$ cat src/rtl/core/dsra_pkg.sv
`timescale 1ns / 1ps
// ----------------------------------------------------------------------------
// dsra_pkg
// Shared types and constants of the decayed spike RGB accumulator: channel
// payloads, command and channel codes, register indexes, divider request.
// ----------------------------------------------------------------------------
package dsra_pkg;

  localparam int CHANNEL_BITS = 8;
  localparam int PIXEL_BITS   = 3 * CHANNEL_BITS;
  localparam int TS_W         = 32;
  localparam int COORD_W      = 10;
  localparam int DIM_W        = 9;
  localparam int GRAN_W       = 16;
  localparam int RATE_W       = 17;
  localparam int WEIGHT_W     = 32;
  localparam int IDX_W        = 20;   // x + y * width before truncation
  localparam int PIX_IDX_W    = 16;
  localparam int CFG_IDX_W    = 3;
  localparam int CFG_DATA_W   = 32;

  localparam logic [CHANNEL_BITS-1:0] CH_MAX = {CHANNEL_BITS{1'b1}};

  // commands
  localparam logic [1:0] CMD_CLEAR  = 2'd0;
  localparam logic [1:0] CMD_RENDER = 2'd1;
  localparam logic [1:0] CMD_READ   = 2'd2;

  // trigger channels
  localparam logic [3:0] TRIG_RED       = 4'd1;
  localparam logic [3:0] TRIG_GREEN     = 4'd2;
  localparam logic [3:0] TRIG_BLUE      = 4'd3;
  localparam logic [3:0] TRIG_RED_GREEN = 4'd4;

  // configuration register indexes
  localparam logic [CFG_IDX_W-1:0] REG_END_TIME_NOW     = 3'd0;
  localparam logic [CFG_IDX_W-1:0] REG_FIXED_END_TIME   = 3'd1;
  localparam logic [CFG_IDX_W-1:0] REG_INITIAL_WEIGHT   = 3'd2;
  localparam logic [CFG_IDX_W-1:0] REG_TIME_GRANULARITY = 3'd3;
  localparam logic [CFG_IDX_W-1:0] REG_DECAY_RATE       = 3'd4;
  localparam logic [CFG_IDX_W-1:0] REG_FRAME_WIDTH      = 3'd5;
  localparam logic [CFG_IDX_W-1:0] REG_FRAME_HEIGHT     = 3'd6;

  typedef struct packed {
    logic [1:0]         command;
    logic [TS_W-1:0]    timestamp;
    logic [COORD_W-1:0] pixel_x;
    logic [COORD_W-1:0] pixel_y;
    logic [3:0]         trigger_channel;
  } req_t;

  typedef struct packed {
    logic [PIX_IDX_W-1:0]    pixel_index;
    logic [CHANNEL_BITS-1:0] red;
    logic [CHANNEL_BITS-1:0] green;
    logic [CHANNEL_BITS-1:0] blue;
    logic                    applied;
    logic                    frame_stopped;
  } rsp_t;

  typedef struct packed {
    logic [CFG_IDX_W-1:0]  index;
    logic [CFG_DATA_W-1:0] value;
  } cfg_t;

  typedef struct packed {
    logic              start;
    logic [TS_W-1:0]   dividend;
    logic [GRAN_W-1:0] divisor;
  } div_req_t;

endpackage

$ cat src/rtl/core/dsra_div.sv
`timescale 1ns / 1ps
// ----------------------------------------------------------------------------
// dsra_div
// Iterative unsigned divider, 32 by 16 bits, two restoring steps per cycle.
// A quotient is ready when it is flagged by a one-cycle done.
// ----------------------------------------------------------------------------
module dsra_div (
  input  logic                      clk,
  input  logic                      rst,
  input  dsra_pkg::div_req_t        req,
  output logic                      done,
  output logic [dsra_pkg::TS_W-1:0] quotient
);
  import dsra_pkg::*;

  localparam int ITER   = TS_W / 2;
  localparam int CNT_W  = $clog2(ITER);
  localparam logic [CNT_W-1:0] CNT_LAST = CNT_W'(ITER - 1);

  logic                 busy;
  logic [CNT_W-1:0]     cnt;
  logic [GRAN_W-1:0]    divisor;
  logic [GRAN_W-1:0]    rem;
  logic [TS_W-1:0]      quo;

  logic [GRAN_W:0]      trial1;
  logic [GRAN_W:0]      trial2;
  logic                 ge1;
  logic                 ge2;
  logic [GRAN_W-1:0]    rem1;
  logic [GRAN_W-1:0]    rem_next;

  // two dependent restoring steps
  always_comb begin
    trial1   = {rem, quo[TS_W-1]};
    ge1      = trial1 >= {1'b0, divisor};
    rem1     = ge1 ? GRAN_W'(trial1 - {1'b0, divisor}) : trial1[GRAN_W-1:0];
    trial2   = {rem1, quo[TS_W-2]};
    ge2      = trial2 >= {1'b0, divisor};
    rem_next = ge2 ? GRAN_W'(trial2 - {1'b0, divisor}) : trial2[GRAN_W-1:0];
  end

  // iteration control and datapath
  always_ff @(posedge clk) begin
    if (rst) begin
      busy <= 1'b0;
      done <= 1'b0;
      cnt  <= '0;
    end else begin
      done <= 1'b0;
      if (req.start) begin
        busy    <= 1'b1;
        cnt     <= '0;
        divisor <= req.divisor;
        rem     <= '0;
        quo     <= req.dividend;
      end else if (busy) begin
        rem <= rem_next;
        quo <= {quo[TS_W-3:0], ge1, ge2};
        cnt <= cnt + 1'b1;
        if (cnt == CNT_LAST) begin
          busy <= 1'b0;
          done <= 1'b1;
        end
      end
    end
  end

  assign quotient = quo;

endmodule

$ cat config.mk
export PLATFORM = sky130hd
export DESIGN_NAME = dsra_div
export DESIGN_NICKNAME = d
export VERILOG_FILES = /design/src/rtl/core/dsra_pkg.sv /design/src/rtl/core/dsra_div.sv
export SDC_FILE = /design/constraint.sdc
export NUM_CORES = 1
export LEC_CHECK = 0
export ABC_AREA = 1
export BUFFER_PORTS_ARGS = -buffer_cell sky130_fd_sc_hd__buf_2
export CORE_MARGIN = 2
export CORE_UTILIZATION = 48
export DETAILED_ROUTE_END_ITERATION = 6
export GPL_ROUTABILITY_DRIVEN = 0
export PLACE_DENSITY_LB_ADDON = 0.3
export REMOVE_ABC_BUFFERS = 1
export SETUP_SLACK_MARGIN = 0.3
export SYNTH_ARGS = -nofsm -noshare
export SYNTH_HDL_FRONTEND = slang
export SYNTH_SLANG_ARGS = --single-unit
$ cat constraint.sdc
create_clock -name clk -period 4.7 [get_ports clk]
set_input_delay 1.41 -clock clk [delete_from_list [all_inputs] [get_ports clk]]
set_output_delay 1.41 -clock clk [all_outputs]
set_load 0.01 [all_outputs]
==> reports/qor.csv <==
metric,value,unit
outcome,"finished, final reports clean",
post_cts_buffers,0,
r2r_cells,22,
maxCapViolCount,0,
cp_max_fo,16,
syn_to_final_growth,15.50,%
worstSetupStartpointType,register,
p_sw,1.969,mW
required,4.81,ns
antenna_found_initial,0,
max_freq,258.9,MHz
pre_cts_slack,0.8660,ns
n_fill_cell,896,
p_sw_share,48.02,%
ant_nets,0,
drive_gt1_share,18.79,%
path_class,reg2reg,
pwr-share-clk,13.7,%
cp_common_cell,nand2_1,
min_to,cnt[0],
stdcell_count,846,
tns,0,ns
synth_area_leaders,"edfxtp_1 39%, nand2_1 18%, ha_1 8.4%",
drc,0,
path_clk_slew,0.07,ns
synth_top_flop_cell,edfxtp_1,
r2r-end,rem[0],
r2r_start,quotient[31],
drt_iter0_drc,249,
synth_top_cell_by_area,edfxtp_1,
grt_pass1_wl,19440,microns
leakage,2.869,nW
ys_warn_count,0,
yosys.cell_types.count,39,
clkLatencyLatePin,0.35,ns
dp_hpwl,9062,microns
vias,4311,
finalWirelength,11420,microns
syn_inst,626,
busiest_layer,met2,
synth-edff-count,64,
pwr-share-comb,64.0,%
crit_family,simple AND/OR/NAND/NOR gates,
die_x,105.2,microns
ctsHoldBuffers,0,
arrival,3.97,ns
fin_area,5678,sq um
end_kind,register,
worst_slew_pin_slew,0.6022,ns
clock_path_buffers,2,
cts_resized,0,
antenna_cells,0,
slowest_stage,fa_1,
use_met1,27.93,%
slew_violations,0,
grt_max_degree,63,
io_buffer_count,83,
rsz0062_at_grt,no,
fin_crit,3.862,ns
dp.cells,830,
powerDensity,722.2,nW/um^2
io_pins,84,
die_y,105.2,microns
setup_viol,0,
p_seq_share,22.3,%
htreeDepth,3,
initial_utilization,49.84,%
met2_usage,36.08,%
async_reset_ff_share,0,%
fin_ws,0.8380,ns
die-area,11070,sq um
finalHoldViolations,0,
grt_pass1_vias,4272,
cts_tree,built,
drtPass1Iterations,5,
final_util,57.56,%
intPower,2.132,mW
netlist_area,4916,sq um
met3_usage,4.866,%
final_nets,794,
placed_area,5445,sq um
via_per_inst,5.096,
yosys.area.top_type_share,39.09,%
root_buffer,clkbuf_8,
rrSetupSlack,0.84,ns
numCtsBuffers,9,
max_slew_margin,59.85,%
multiInputGateArea,2522,sq um
wl_per_cell,13.50,microns
cp_num_buf_inv,4,
grt_usage,21.93,%
ys_seq_area_share,41.54,%
hold_path_class,reg2reg,
grt.overflow.total,0,
cp_cell_sequence,inv_1 > ha_1 > inv_1 > fa_1 > nand3_1 > nand3_1 > or2_2 > nand3_1 > nand2_1 > ha_1 > nand2_1 > inv_2 > nand2_1 > and2_1 > nand2_1 > nand3_1 > nand2_1 > nand2_2 > nand3_4 > nand2_1 > inv_1 > nor2_1,
ys_ff_latch,70,
fin_skew,0.01018,ns
peakVddDrop,0.2877,mV
seq_area,2042,sq um
hold_depth,2,
core_region_area,9864,sq um
rows,36,
syn-mean-instance-area,7.853,sq um
min_from,cnt[0],
cpPeakStageDelay,0.44,ns
clock-sinks,70,
fin_crit_sh,82.17,%
cell usage in the layout, fill, tap and decap left out, drive strengths merged, types with 5 or more instances in the layout:
cell type	n
nand3	45
a21oi	30
or2	5
nand2	254
xor2	11
nor3	7
o21ai	9
clkbuf	12
nor2	32
inv	71
xnor2	5
dfxtp	6
nand4	19
ha	33
buf	87
edfxtp	64
registers in the layout, indices dropped and copies added (netlist names):
signal,count
quotient,32
rem,16
done,1
cnt,4
divisor,16
busy,1
worst max-delay path by stage:
| stage | from | to | slack (ns) | cells past startpoint |
|---|---|---|---|---|
| 5_1_grt | divisor[5] | rem[12] | 0.48 | 23 |
| 3_5_place_dp | quotient[31] | rem[0] | 0.87 | 21 |
| 2_1_floorplan | req[48] | quotient[0] | 0.09 | 2 |
| 6_report | quotient[31] | rem[0] | 0.84 | 22 |
| 3_3_place_gp | quotient[31] | rem[0] | 0.92 | 22 |
| 4_1_cts | quotient[31] | rem[0] | 0.86 | 21 |
layer usage:
metal,wire (microns),vias up
met5,0,-
met4,291,0
met3,696,24
met2,5259,145
met1,5175,1921
li1,-,2221
power by group through the flow:
stage | clock network (mW) | logic, mW | registers, mW
floorplan | 0 | 2.01 | 0.925
global placement | 0 | 2.52 | 0.924
detailed placement | 0 | 2.58 | 0.928
CTS | 0.564 | 2.59 | 0.916
global route | 0.596 | 2.96 | 0.926
finish | 0.562 | 2.62 | 0.914
through the flow:
step	total power [mW]	hold slack, ns
finish	4.101	0.5002
global route	4.485	0.5409
CTS	4.072	0.5015
detailed placement	3.512	0.4914
global placement	3.439	0.4847
floorplan	2.935	0.4670
area by class of cell:
type	count	share of cell area (%)
inverter	71	4.738
sequential	70	35.96
clock inverter	4	1.190
clock buffer	12	2.909
multi-input combinational	469	44.42
tap	133	2.931
timing repair buffer	87	7.845
Yosys cell counts (3+ instances only):
library cell / instances
xnor2_1: 5
nor2_2: 4
o21ai_0: 9
xor2_1: 11
nand2_4: 3
nor2_1: 27
a21boi_0: 3
nand3_1: 43
nor3_1: 5
nand4_1: 19
inv_1: 67
ha_1: 33
buf_2: 3
buf_6: 3
nand2_1: 242
a21o_1: 3
clkbuf_1: 8
nand2_2: 8
a21oi_1: 28
nand3b_1: 4
edfxtp_1: 64
or2_2: 5
inv_2: 3
dfxtp_1: 6
cell families after synthesis:
family          Yosys count  share of synthesized area [%]
compound gates           47                          5.447
simple gates            371                          33.57
buf+inv                  87                          7.381
flops                    70                          41.54
xor+xnor                 16                          2.851
fa+ha+maj                35                          9.214
tightest hold or removal path, stage by stage (launching register included):
cell,delay (ns)
dfxtp_1,0.33
nor2_1,0.09
nor2_1,0.05
(Power assumes the default switching activity.)
